File: src/tgn_pkg.sv
// ----------------------------------------------------------------------------
// tgn_pkg
// Types, codes and lookup tables shared by the neuron unit.
// ----------------------------------------------------------------------------
`default_nettype none

package tgn_pkg;

    typedef enum logic [1:0] {
        OP_SIGNAL = 2'd0,
        OP_ACTIVATE = 2'd1,
        OP_WAKE = 2'd2,
        OP_NONE = 2'd3
    } t_op;

    typedef enum logic [1:0] {
        ST_OK = 2'd0,
        ST_ASLEEP = 2'd1,
        ST_FULL = 2'd2,
        ST_BEHIND = 2'd3
    } t_status;

    typedef enum logic [1:0] {
        KIND_HIDDEN = 2'd0,
        KIND_OUTPUT = 2'd1,
        KIND_INPUT = 2'd2,
        KIND_BIAS = 2'd3
    } t_kind;

    typedef enum logic {
        REG_KIND = 1'b0,
        REG_INTERVAL = 1'b1
    } t_reg;

    typedef enum logic [2:0] {
        S_IDLE,
        S_WALK,
        S_TANH1,
        S_TANH2,
        S_OUT
    } t_state;

    typedef struct packed {
        logic [1:0] operation;
        logic signed [15:0] signal_strength;
        logic [3:0] signal_age;
        logic [31:0] step_number;
    } t_request;

    typedef struct packed {
        logic signed [15:0] node_value;
        logic [1:0] status;
        logic woke;
        logic [4:0] signals_held;
    } t_result;

    typedef struct packed {
        logic shift;
        logic load;
    } t_cell_ctl;

    localparam logic [15:0] ONE_Q88 = 16'd256;
    localparam logic [3:0] AGE_SAT = 4'd15;
    localparam int SEG_SHIFT = 14;

    localparam logic [15:0] TANH_TAB [0:32] = '{
        16'd0, 16'd8150, 16'd16051, 16'd23485, 16'd30285, 16'd36346, 16'd41625,
        16'd46131, 16'd49912, 16'd53038, 16'd55593, 16'd57660, 16'd59320,
        16'd60647, 16'd61694, 16'd62524, 16'd63179, 16'd63693, 16'd64096,
        16'd64412, 16'd64659, 16'd64852, 16'd65003, 16'd65120, 16'd65212,
        16'd65283, 16'd65339, 16'd65383, 16'd65417, 16'd65443, 16'd65464,
        16'd65480, 16'd65492
    };

    function automatic logic [7:0] age_weight(input logic [3:0] age);
        logic [7:0] w;
        case (age)
            4'd0: w = 8'd204;
            4'd1: w = 8'd28;
            default: w = 8'd0;
        endcase
        return w;
    endfunction

endpackage

`default_nettype wire

File: src/tgn_cell.sv
// ----------------------------------------------------------------------------
// tgn_cell
// One signal slot: holds strength and age, shifts from its neighbor or loads.
// ----------------------------------------------------------------------------
`default_nettype none

module tgn_cell
    import tgn_pkg::*;
(
    input wire logic i_clk,
    input wire t_cell_ctl i_ctl,
    input wire logic signed [15:0] i_load_strength,
    input wire logic [3:0] i_load_age,
    input wire logic signed [15:0] i_next_strength,
    input wire logic [3:0] i_next_age,
    output logic signed [15:0] o_strength,
    output logic [3:0] o_age
);

    logic signed [15:0] r_strength;
    logic [3:0] r_age;

    always_ff @(posedge i_clk) begin
        if (i_ctl.load) begin
            r_strength <= i_load_strength;
            r_age <= i_load_age;
        end else if (i_ctl.shift) begin
            r_strength <= i_next_strength;
            r_age <= i_next_age;
        end
    end

    assign o_strength = r_strength;
    assign o_age = r_age;

endmodule

`default_nettype wire

File: src/tgn_tanh.sv
// ----------------------------------------------------------------------------
// tgn_tanh
// Two-stage tanh(sum/2): magnitude and segment, then table interpolation.
// ----------------------------------------------------------------------------
`default_nettype none

module tgn_tanh
    import tgn_pkg::*;
#(
    parameter int SW = 29
) (
    input wire logic i_clk,
    input wire logic signed [SW-1:0] i_sum,
    output logic signed [15:0] o_value
);

    logic [SW-1:0] mag;
    logic r_neg;
    logic r_sat;
    logic [4:0] r_seg;
    logic [13:0] r_frac;
    logic signed [15:0] r_value;
    logic [15:0] lo;
    logic [15:0] diff;
    logic [31:0] interp;
    logic [9:0] res;

    assign mag = i_sum[SW-1] ? SW'(-i_sum) : SW'(i_sum);

    always_ff @(posedge i_clk) begin
        r_neg <= i_sum[SW-1];
        r_sat <= |mag[SW-1:SEG_SHIFT+5];
        r_seg <= mag[SEG_SHIFT+4:SEG_SHIFT];
        r_frac <= mag[SEG_SHIFT-1:0];
    end

    always_comb begin
        lo = TANH_TAB[r_seg];
        diff = TANH_TAB[6'(r_seg) + 6'd1] - lo;
        interp = {2'b0, lo, 14'b0} + 32'(diff) * 32'(r_frac) + 32'h0020_0000;
        res = r_sat ? 10'(ONE_Q88) : interp[31:22];
    end

    always_ff @(posedge i_clk) begin
        r_value <= r_neg ? -$signed({6'b0, res}) : $signed({6'b0, res});
    end

    assign o_value = r_value;

endmodule

`default_nettype wire

File: src/temporal_gaussian_neuron_unit.sv
// ----------------------------------------------------------------------------
// temporal_gaussian_neuron_unit
// Neuron node buffering timed signals in a chain of slot cells.
// ----------------------------------------------------------------------------
// Requests enter on i_request when start is high and busy is low. Each request
// gives exactly one result on o_result, shown for one cycle with o_strobe; the
// receiver cannot stall, so results are never held back.
// Signal, wake, empty and skipped activate requests answer in the cycle after
// acceptance and leave busy low. A performed activate keeps busy high. On a
// non-input node it walks the held signals through the cell chain, one slot
// per cycle; hidden and output nodes then pass the sum through S_TANH1 and
// S_TANH2, S_OUT loads the result, and the result shows in the cycle after
// that. Input nodes go from acceptance straight to S_OUT. The result of a
// performed activate shows in the same cycle in which the next request can enter.
// Configuration is written over i_cfg_valid / i_cfg_index / i_cfg_data;
// o_cfg_ready is high only while the unit is idle.
// Reset clears held count, sleep count, step count and the configuration
// (kind hidden, interval 1). Slot contents are undefined until written.
// ----------------------------------------------------------------------------
`default_nettype none

module temporal_gaussian_neuron_unit
    import tgn_pkg::*;
#(
    parameter int SIGNAL_SLOTS = 16,
    parameter int MAX_AGE = 8
) (
    input wire logic i_clk,
    input wire logic i_rst_n,
    input wire logic start,
    output logic busy,
    input wire t_request i_request,
    output logic o_strobe,
    output t_result o_result,
    input wire logic i_cfg_valid,
    output logic o_cfg_ready,
    input wire logic i_cfg_index,
    input wire logic [7:0] i_cfg_data
);

    localparam int CW = $clog2(SIGNAL_SLOTS + 1);
    localparam int IW = (SIGNAL_SLOTS > 1) ? $clog2(SIGNAL_SLOTS) : 1;
    localparam int SW = 25 + CW;

    t_state r_state, n_state;
    logic [CW-1:0] r_held, r_k, r_kept;
    logic [7:0] r_sleep;
    logic [31:0] r_done;
    logic signed [SW-1:0] r_acc;
    logic signed [15:0] r_val;
    t_kind r_kind;
    logic [7:0] r_intv;
    logic r_strobe;
    t_result r_result;

    logic signed [15:0] cs [SIGNAL_SLOTS];
    logic [3:0] ca [SIGNAL_SLOTS];
    logic shift_en, load_en;
    logic [IW-1:0] load_idx;
    logic signed [15:0] load_s;
    logic [3:0] load_a;

    logic accept, perform, neural, walk_last;
    logic [3:0] age_new;
    logic keep;
    logic [CW:0] push_pos;
    logic signed [24:0] prod;
    logic signed [15:0] tanh_val;

    assign accept = start && !busy;
    assign neural = (r_kind == KIND_HIDDEN) || (r_kind == KIND_OUTPUT);
    assign perform = accept && (i_request.operation == OP_ACTIVATE)
        && !(i_request.step_number < r_done) && (r_sleep == 8'd0);
    assign walk_last = (r_k == r_held - CW'(1));

    assign age_new = (neural && (ca[0] != AGE_SAT)) ? ca[0] + 4'd1 : ca[0];
    assign keep = (age_new <= 4'(MAX_AGE));
    assign push_pos = (CW+1)'(r_held) + (CW+1)'(r_kept) - (CW+1)'(r_k) - (CW+1)'(1);
    assign prod = cs[0] * $signed({1'b0, age_weight(ca[0])});

    generate
        for (genvar i = 0; i < SIGNAL_SLOTS; i++) begin : g_cell
            t_cell_ctl ctl;
            assign ctl = {shift_en, load_en && (load_idx == IW'(i))};
            tgn_cell u_cell (
                .i_clk(i_clk),
                .i_ctl(ctl),
                .i_load_strength(load_s),
                .i_load_age(load_a),
                .i_next_strength(cs[(i < SIGNAL_SLOTS-1) ? i+1 : i]),
                .i_next_age(ca[(i < SIGNAL_SLOTS-1) ? i+1 : i]),
                .o_strength(cs[i]),
                .o_age(ca[i])
            );
        end
    endgenerate

    tgn_tanh #(.SW(SW)) u_tanh (
        .i_clk(i_clk),
        .i_sum(r_acc),
        .o_value(tanh_val)
    );

    always_comb begin
        n_state = r_state;
        unique case (r_state)
            S_IDLE: begin
                if (perform) begin
                    if (r_kind == KIND_INPUT) begin
                        n_state = S_OUT;
                    end else if (r_held != '0) begin
                        n_state = S_WALK;
                    end else begin
                        n_state = neural ? S_TANH1 : S_OUT;
                    end
                end
            end
            S_WALK: begin
                if (walk_last) begin
                    n_state = neural ? S_TANH1 : S_OUT;
                end
            end
            S_TANH1: n_state = S_TANH2;
            S_TANH2: n_state = S_OUT;
            S_OUT: n_state = S_IDLE;
            default: n_state = S_IDLE;
        endcase
    end

    always_comb begin
        busy = 1'b1;
        shift_en = 1'b0;
        load_en = 1'b0;
        load_idx = '0;
        load_s = i_request.signal_strength;
        load_a = i_request.signal_age;
        unique case (r_state)
            S_IDLE: begin
                busy = 1'b0;
                if (accept && (i_request.operation == OP_SIGNAL)) begin
                    if (r_kind == KIND_INPUT) begin
                        load_en = 1'b1;
                    end else if (r_kind != KIND_BIAS && r_held < CW'(SIGNAL_SLOTS)) begin
                        load_en = 1'b1;
                        load_idx = IW'(r_held);
                    end
                end
            end
            S_WALK: begin
                shift_en = 1'b1;
                load_en = keep;
                load_idx = IW'(push_pos);
                load_s = cs[0];
                load_a = age_new;
            end
            default: busy = 1'b1;
        endcase
    end

    always_ff @(posedge i_clk) begin
        if (!i_rst_n) begin
            r_state <= S_IDLE;
            r_held <= '0;
            r_sleep <= '0;
            r_done <= '0;
            r_kind <= KIND_HIDDEN;
            r_intv <= 8'd1;
            r_strobe <= 1'b0;
        end else begin
            r_state <= n_state;
            r_strobe <= 1'b0;
            if (i_cfg_valid && r_state == S_IDLE) begin
                unique case (t_reg'(i_cfg_index))
                    REG_KIND: r_kind <= t_kind'(i_cfg_data[1:0]);
                    REG_INTERVAL: r_intv <= i_cfg_data;
                    default: r_intv <= r_intv;
                endcase
            end
            unique case (r_state)
                S_IDLE: begin
                    if (accept) begin
                        r_result.node_value <= '0;
                        r_result.status <= ST_OK;
                        r_result.woke <= 1'b0;
                        r_result.signals_held <= 5'(r_held);
                        r_strobe <= !perform;
                        case (i_request.operation)
                            OP_SIGNAL: begin
                                if (r_kind == KIND_INPUT) begin
                                    if (r_held == '0) begin
                                        r_held <= CW'(1);
                                        r_result.signals_held <= 5'd1;
                                    end
                                end else if (r_kind != KIND_BIAS) begin
                                    if (r_held < CW'(SIGNAL_SLOTS)) begin
                                        r_held <= r_held + CW'(1);
                                        r_result.signals_held <= 5'(r_held + CW'(1));
                                    end else begin
                                        r_result.status <= ST_FULL;
                                    end
                                end
                            end
                            OP_ACTIVATE: begin
                                if (i_request.step_number < r_done) begin
                                    r_result.status <= ST_BEHIND;
                                end else if (r_sleep != 8'd0) begin
                                    r_result.status <= ST_ASLEEP;
                                end else begin
                                    r_sleep <= r_intv;
                                    r_done <= r_done + 32'd1;
                                    r_k <= '0;
                                    r_kept <= '0;
                                    r_acc <= '0;
                                    if (r_kind == KIND_INPUT) begin
                                        r_val <= (r_held != '0) ? cs[0] : 16'sd0;
                                        r_held <= '0;
                                    end else begin
                                        r_val <= $signed(ONE_Q88);
                                    end
                                end
                            end
                            OP_WAKE: begin
                                if (r_sleep <= 8'd1) begin
                                    r_sleep <= '0;
                                    r_result.woke <= 1'b1;
                                end else begin
                                    r_sleep <= r_sleep - 8'd1;
                                end
                            end
                            default: r_result.status <= ST_OK;
                        endcase
                    end
                end
                S_WALK: begin
                    r_k <= r_k + CW'(1);
                    r_kept <= r_kept + CW'(keep);
                    r_acc <= r_acc + SW'(prod);
                end
                S_OUT: begin
                    r_held <= (r_kind == KIND_INPUT) ? '0 : r_kept;
                    r_result.node_value <= neural ? tanh_val : r_val;
                    r_result.status <= ST_OK;
                    r_result.woke <= 1'b0;
                    r_result.signals_held <= (r_kind == KIND_INPUT) ? 5'd0 : 5'(r_kept);
                    r_strobe <= 1'b1;
                end
                default: r_k <= r_k;
            endcase
        end
    end

    assign o_strobe = r_strobe;
    assign o_result = r_result;
    assign o_cfg_ready = (r_state == S_IDLE);

endmodule

`default_nettype wire

File: config.mk
export PLATFORM = sky130hd
export DESIGN_NAME = temporal_gaussian_neuron_unit
export DESIGN_NICKNAME = d
export VERILOG_FILES = /design/src/tgn_pkg.sv /design/src/tgn_cell.sv /design/src/tgn_tanh.sv /design/src/temporal_gaussian_neuron_unit.sv
export SDC_FILE = /design/constraint.sdc
export NUM_CORES = 2
export LEC_CHECK = 0
export ABC_AREA = 1
export BUFFER_PORTS_ARGS = -buffer_cell sky130_fd_sc_hd__buf_2
export CORE_ASPECT_RATIO = 2
export CORE_UTILIZATION = 58
export CTS_CLUSTER_SIZE = 24
export DETAILED_ROUTE_END_ITERATION = 7
export GPL_ROUTABILITY_DRIVEN = 0
export PLACE_DENSITY = 0.75
export SYNTH_ARGS = -nofsm -noshare
export SYNTH_HDL_FRONTEND = slang
export SYNTH_SLANG_ARGS = --single-unit
export TNS_END_PERCENT = 30
File: constraint.sdc
create_clock -name i_clk -period 14.2 [get_ports i_clk]
set_input_delay 1.42 -clock i_clk [delete_from_list [all_inputs] [get_ports i_clk]]
set_output_delay 1.42 -clock i_clk [all_outputs]
set_load 0.03 [all_outputs]
=== Word-level counts from Yosys, hierarchy flattened ===
Memories as Yosys holds them, arrays and structs flattened.
Cells that the tools add are included.

* Memory bits (read-only): 2048
* Bits in registers: 496
* Word-level logic and storage cells: 318
* Input bits: 67
* Memories kept: 2

{| class="wikitable"
|+ Memory list
! memory !! depth !! width !! rd ports !! clocked after Yosys merged registers in !! write ports !! line !! text
|-
| (name not given) || 64 || 16 || 1 || 0 || 0 || tgn_tanh.sv:38 || <nowiki>lo = TANH_TAB[r_seg];</nowiki>
|-
| (name not given) || 64 || 16 || 1 || 0 || 0 || tgn_tanh.sv:39 || <nowiki>diff = TANH_TAB[6'(r_seg) + 6'd1] - lo;</nowiki>
|}

* Multipliers: 2
* Eq/ne operators: 39
* Multiplexer cells: 128
* Reduce and logical (&&, ||, !) cells: 65
* Bitwise operators: 5
* $add $sub $neg: 17
* Magnitude comparators: 6

{| class="wikitable"
|+ Operators by type and width
! kind !! number
|-
| 16-bit 2-to-1 mux || 36
|-
| 30-bit 2-to-1 mux || 5
|-
| 4-bit 2-to-1 mux || 35
|-
| 5-bit 2-to-1 mux || 14
|-
| 30-bit case mux with 2 select lines || 1
|-
| 24-bit case mux with 2 select lines || 1
|-
| 5-bit case mux with 2 select lines || 4
|-
| 2-bit nonzero test || 18
|-
| 32-bit by 1-bit adder with 32-bit output (second input constant) || 1
|-
| 32-bit by 22-bit adder with 32-bit output (second input constant) || 1
|-
| 4-bit equality test (second input constant) || 8
|-
| 32-bit less-than comparator || 1
|-
| 8-bit case mux with 2 select lines || 2
|-
| 30-bit by 30-bit adder with 31-bit output || 1
|-
| 30-bit by 25-bit adder with 30-bit output || 1
|-
| 16-bit by 14-bit multiplier with 30-bit output || 1
|-
| 30-bit negator || 1
|-
| 16-bit by 9-bit multiplier with 25-bit output || 1
|-
| 1-bit logical AND || 24
|-
| 24-bit 2-to-1 mux || 1
|-
| 8-bit 2-to-1 mux || 3
|-
| 10-bit 2-to-1 mux || 2
|-
| 6-bit AND reduction || 3
|-
| 4-bit by 3-bit equality test with 1-bit output (second input constant) || 4
|-
| other kinds (54) || 93
|}

=== Depth between registers and ports, before layout ===
* Depth in word-level cells: 12
* Gate-level depth with buffers: 59
* Depth with buffers taken out: 59

=== Hierarchy ===
A second synthesis with hierarchy kept.

* Cell total of the unflattened synthesis: 4747
* Area, all modules: 38943.6 um2

{| class="wikitable"
|+ By module, submodules not included
! module !! instances !! sequential area each (um2) !! cells each !! area each (um2)
|-
| tgn_cell || 16 || 600.6 || 86 || 873.3
|-
| temporal_gaussian_neuron_unit || 1 || 3523.4 || 1617 || 12504.5
|-
| tgn_tanh || 1 || 740.7 || 1754 || 12465.7
|}

=== Worst setup path after synthesis ===
No wires, ideal clock.

* Path kind: reg-to-reg
* Start: register u_tanh.r_seg[1]
* End: register u_tanh.r_value[8], in the netlist u_tanh.o_value[8]
* Slack: 4.723 ns
* Cell stages (with the launch flop): 56
* Arrival time: 9.368 ns
* Path buffers: 2
* Library setup time: 0.109 ns
* Period minus slack after synthesis: 9.477 ns
* Cells stage by stage: dfxtp_1 -> ha_1 -> inv_1 -> ha_1 -> clkbuf_1 -> clkbuf_1 -> nor2_1 -> nand3b_1 -> o311ai_0 -> nand3_1 -> ha_1 -> fa_1 -> nand3b_1 -> nand2_1 -> a21oi_1 -> or2_2 -> nand2_1 -> a21oi_1 -> [20 not listed] -> nor2_1 -> nand2_1 -> inv_1 -> a21oi_1 -> nand3_2 -> nand2_1 -> nand2_2 -> ha_1 -> or2_1 -> nand3_1 -> ha_1 -> inv_1 -> nor2_1 -> nand2_1 -> nand2_2 -> nand2_1 -> nand2_1 -> inv_1

* Longest elaborated chain between the ends: 12
* Elaborated cells between the ends (all ways): 16
* Those cells by class: add/sub (5); mul (1); mux (6); bitwise (2); memory (2)

{| class="wikitable"
|+ RTL lines
! item !! line !! text
|-
| start: declaration || tgn_tanh.sv:20 || <nowiki>logic [4:0] r_seg;</nowiki>
|-
| start signal: assignment || tgn_tanh.sv:33 || <nowiki>r_seg <= mag[SEG_SHIFT+4:SEG_SHIFT];</nowiki>
|-
| 5-bit by 1-bit adder with 6-bit output || tgn_tanh.sv:39 ||
|-
| 6-bit NOT with 7-bit output (implied by the code) || tgn_tanh.sv:39 ||
|-
| memory read 64 x 16 bit || -- ||
|-
| 16-bit 2-to-1 mux (implied by the code) (2 in a row) || tgn_tanh.sv:39 ||
|-
| 16-bit subtractor || tgn_tanh.sv:39 ||
|-
| 16-bit by 14-bit multiplier with 30-bit output || tgn_tanh.sv:40 || <nowiki>interp = {2'b0, lo, 14'b0} + 32'(diff) * 32'(r_frac) + 32'h0020_0000;</nowiki>
|-
| 30-bit by 30-bit adder with 31-bit output (*) || tgn_tanh.sv:40 ||
|-
| 32-bit by 22-bit adder with 32-bit output (*) || tgn_tanh.sv:40 ||
|-
| 10-bit 2-to-1 mux (*) || tgn_tanh.sv:41 || <nowiki>res = r_sat ? 10'(ONE_Q88) : interp[31:22];</nowiki>
|-
| 10-bit negator with 16-bit output || tgn_tanh.sv:45 || <nowiki>r_value <= r_neg ? -$signed({6'b0, res}) : $signed({6'b0, res});</nowiki>
|-
| 10-bit 2-to-1 mux (*) || tgn_tanh.sv:45 ||
|-
| end signal: assignment || tgn_tanh.sv:45 ||
|-
| end: declaration || tgn_tanh.sv:22 || <nowiki>logic signed [15:0] r_value;</nowiki>
|}

Every way passes the cells marked *; elsewhere a longest branch is shown, timed or not. The select of a mux whose other input is x is not followed.
A chain may end at the register's enable or synchronous reset.

=== Worst setup path after layout ===
* Start: register u_tanh.r_seg[0]
* End: register u_tanh.r_value[8], in the netlist u_tanh.o_value[8]

The elaborated chain is that of the path after synthesis.

==> results.toml <==
[detailed_routing]
routed-via-count = 28600
vias_per_cell = 5.63
routed_wl_um = 91700
wl_per_cell_um = 18.1
route.detailed.drc = 16
drt_iter0_markers = 1930
firstDrtPassIters = 8
drtAntennaViolNets = 0

[outcome]
violations = "design-rule violations"
status = "complete, but fails checks"

[synthesis]
synth.yosys.seq_area_share_pct = 37.8
synth.avg_cell_area_um2 = 8.66
async_flop_share_pct = 0
ys_ff_latch = 492
yosysWarnings = 0
syn_inst = 4223
synth_ff_type = "edfxtp_1"
synth_edf_count = 398
syn_area_um2 = 36600
synth.distinct_cells = 59

[timing]
rsz0062_at_grt = "false"
finClkSkew_ns = 0.0215
setup_violations = 0
hold_viol_final = 0
tns_ns = 0
min_period_over_period_pct = 76.6
relSlewSlack_pct = 6.57
period_minus_slack_ns = 10.87
layout_setup_ws_ns = 3.33
hold_ws_ns = 0.452
slew_viol_final = 0
worst_pin_slew_ns = 1.39
timing.fmax_mhz = 92.0

[floorplan]
die_h_um = 357
io_pins = 94
die-area_um2 = 64100
core-area_um2 = 62100
fp-row-count = 129
die_w_um = 180
start_util_pct = 58.8

[setup_path]
critPathMostFrequentCell = "nand2_1"
max_stage_delay_ns = 0.91
required_ns = 14.67
r2r_slack_ns = 3.33
crit_type = "flip-flop to flip-flop"
reg2regPathDepth = 55
crit_path_end_kind = "flip-flop"
worst-path-buf-inv = 12
critPathLaunchType = "flip-flop"
cpMaxStageDelayCell = "a21oi_1"
cp.arrival_ns = 11.35
r2r-end = "u_tanh.o_value[8]$_DFF_P_"
cpLargestDelayFamily = "adder cells"
r2r_start = "u_tanh.r_seg[0]$_DFF_P_"
critPathMaxFanout = 14

[hold_path]
hp-class = "flip-flop to flip-flop"
hold_depth = 2
min_to = "r_intv[7]$_SDFFE_PN0P_"
min-delay-start = "r_intv[7]$_SDFFE_PN0P_"

[clock_network]
cts_tree = "yes"
cts-root-buf = "clkbuf_16"
ctsLongestPathBuffers = 3
cts_setup_buffers = 0
cts_sinks = 492
clk_latency_ns = 0.58
ctsResizeCount = 0
cts_buffers = 43
h-tree-depth = 2
ctsHoldBuffers = 0
clkTransAtPathRegs_ns = 0.07

[placement]
portBuffers = 93
place_hpwl_um = 72300
dp_slack_ns = 3.58

[grt]
grt_max_degree = 42
grt_overflow_total = 0
antenna_found_initial = 2
grt_pass1_vias = 29300
grt_pass1_wl_um = 148000
grtUsageTotal_pct = 29.5

[flow_run]
drv_cap = 0

[layout]
layout-drive-gt1-share_pct = 5.74
area_growth_pct = 6.91
fin_nets = 4848
cell usage in the layout (no fill, tap or decap), types with 24 or more instances in the layout:
cell type and count:
a21oi_1 208, buf_2 93, buf_4 24, clkbuf_16 46, conb_1 27, dfxtp_1 94, edfxtp_1 398, fa_1 259
ha_1 264, inv_1 644, nand2_1 959, nand3_1 94, nand4_1 26, nor2_1 362, nor3_1 42, o21a_1 26
o21ai_0 324, o21ai_1 112, xor2_1 59
cell type report:
class | count | area [µm²]
fillers | 5332 | 23100
multi-input cells | 2941 | 19700
flip-flops and latches | 492 | 13800
inverters | 662 | 2480
clock buffers | 57 | 1200
well taps | 786 | 983
repair buffers | 118 | 657
clock inverters | 17 | 225
diodes | 2 | 5.00
through the flow:
| stage | instances | util [%] | cell area, µm² |
|---|---|---|---|
| 6_report | 5075 | 62.9 | 39100 |
| 2_1_floorplan | 4248 | - | 36600 |
| 4_1_cts | 5072 | 62.9 | 39100 |
| 3_5_place_dp | 4998 | 60.6 | 37600 |
| 3_3_place_gp | 4998 | 60.6 | 37600 |
| 5_1_grt | 5073 | 62.9 | 39100 |
worst register-to-register path, delay by kind of cell, from the launching register on:
family / cells / cell delay [ns]
buffers and inverters: 12 / 1.13
and+or+nand+nor: 25 / 2.72
adders and majority gates: 11 / 4.64
AOI/OAI and AO/OA: 7 / 1.65
DFF: 1 / 0.61
per-layer routing:
layer	global-route usage, %	routed length (µm)	up-vias
li1	-	-	13700
met1	28.5	30600	13600
met2	57.7	50100	858
met3	3.56	3990	355
met4	20.6	7110	0
met5	0	0	-
synth_stat cells (5+ instances only):
cell type / number / share of area (%)
a211oi_1: 7 / 0.14
a21oi_1: 209 / 2.9
a31oi_1: 11 / 0.19
buf_1: 5 / 0.051
buf_2: 43 / 0.59
clkbuf_1: 99 / 1.0
clkinv_1: 5 / 0.051
dfxtp_1: 94 / 5.1
edfxtp_1: 398 / 33
fa_1: 259 / 14
ha_1: 264 / 9.0
inv_1: 644 / 6.6
inv_2: 13 / 0.13
nand2_1: 960 / 9.9
nand2_2: 13 / 0.22
nand3_1: 94 / 1.3
nand3_2: 6 / 0.16
nand3b_1: 6 / 0.12
nand4_1: 26 / 0.44
nor2_1: 363 / 3.7
nor2_2: 16 / 0.27
nor3_1: 42 / 0.58
nor4_1: 15 / 0.26
o211ai_1: 11 / 0.23
o21a_1: 26 / 0.53
o21ai_0: 325 / 4.4
o21ai_1: 111 / 1.5
o21ai_2: 5 / 0.12
o21bai_1: 8 / 0.16
o22ai_1: 12 / 0.21
o311ai_0: 6 / 0.14
o31ai_1: 7 / 0.14
or2_2: 7 / 0.12
xnor2_1: 17 / 0.41
xor2_1: 59 / 1.4
cells by family after synthesis:
| family | after synthesis | share of synthesized area (%) |
|---|---|---|
| AO/OA/AOI/OAI | 756 | 11.2 |
| other | 2 | 0.0205 |
| flip-flops | 492 | 37.8 |
| XOR/XNOR | 77 | 1.87 |
| AND/OR/NAND/NOR | 1558 | 17.3 |
| buffers and inverters | 815 | 8.60 |
| adder cells (fa/ha/maj) | 523 | 23.2 |
worst max path at each step:
| stage | end | from | depth (start not counted) |
|---|---|---|---|
| after detailed placement | u_tanh.o_value[8]$_DFF_P_ | u_tanh.r_seg[0]$_DFF_P_ | 53 |
| after global routing | u_tanh.o_value[8]$_DFF_P_ | u_tanh.r_seg[0]$_DFF_P_ | 54 |
| after CTS | u_tanh.o_value[8]$_DFF_P_ | u_tanh.r_seg[0]$_DFF_P_ | 53 |
| final | u_tanh.o_value[8]$_DFF_P_ | u_tanh.r_seg[0]$_DFF_P_ | 55 |
| after floorplan | u_tanh.o_value[8]$_DFF_P_ | u_tanh.r_seg[1]$_DFF_P_ | 55 |
| after global placement | u_tanh.o_value[8]$_DFF_P_ | u_tanh.r_seg[0]$_DFF_P_ | 55 |
registers in the layout, indices dropped and copies added (netlist names), 8 cells and up:
signal,flops
g_cell.u_cell.o_age,64
g_cell.u_cell.o_strength,256
o_result,24
r_acc,28
r_done,32
r_intv,8
r_sleep,8
r_val,16
u_tanh.o_value,16
u_tanh.r_frac,12
Power is left out: the tool's default activity adds up to more than one toggle a clock period on the data nets, which glitch-free logic cannot reach.
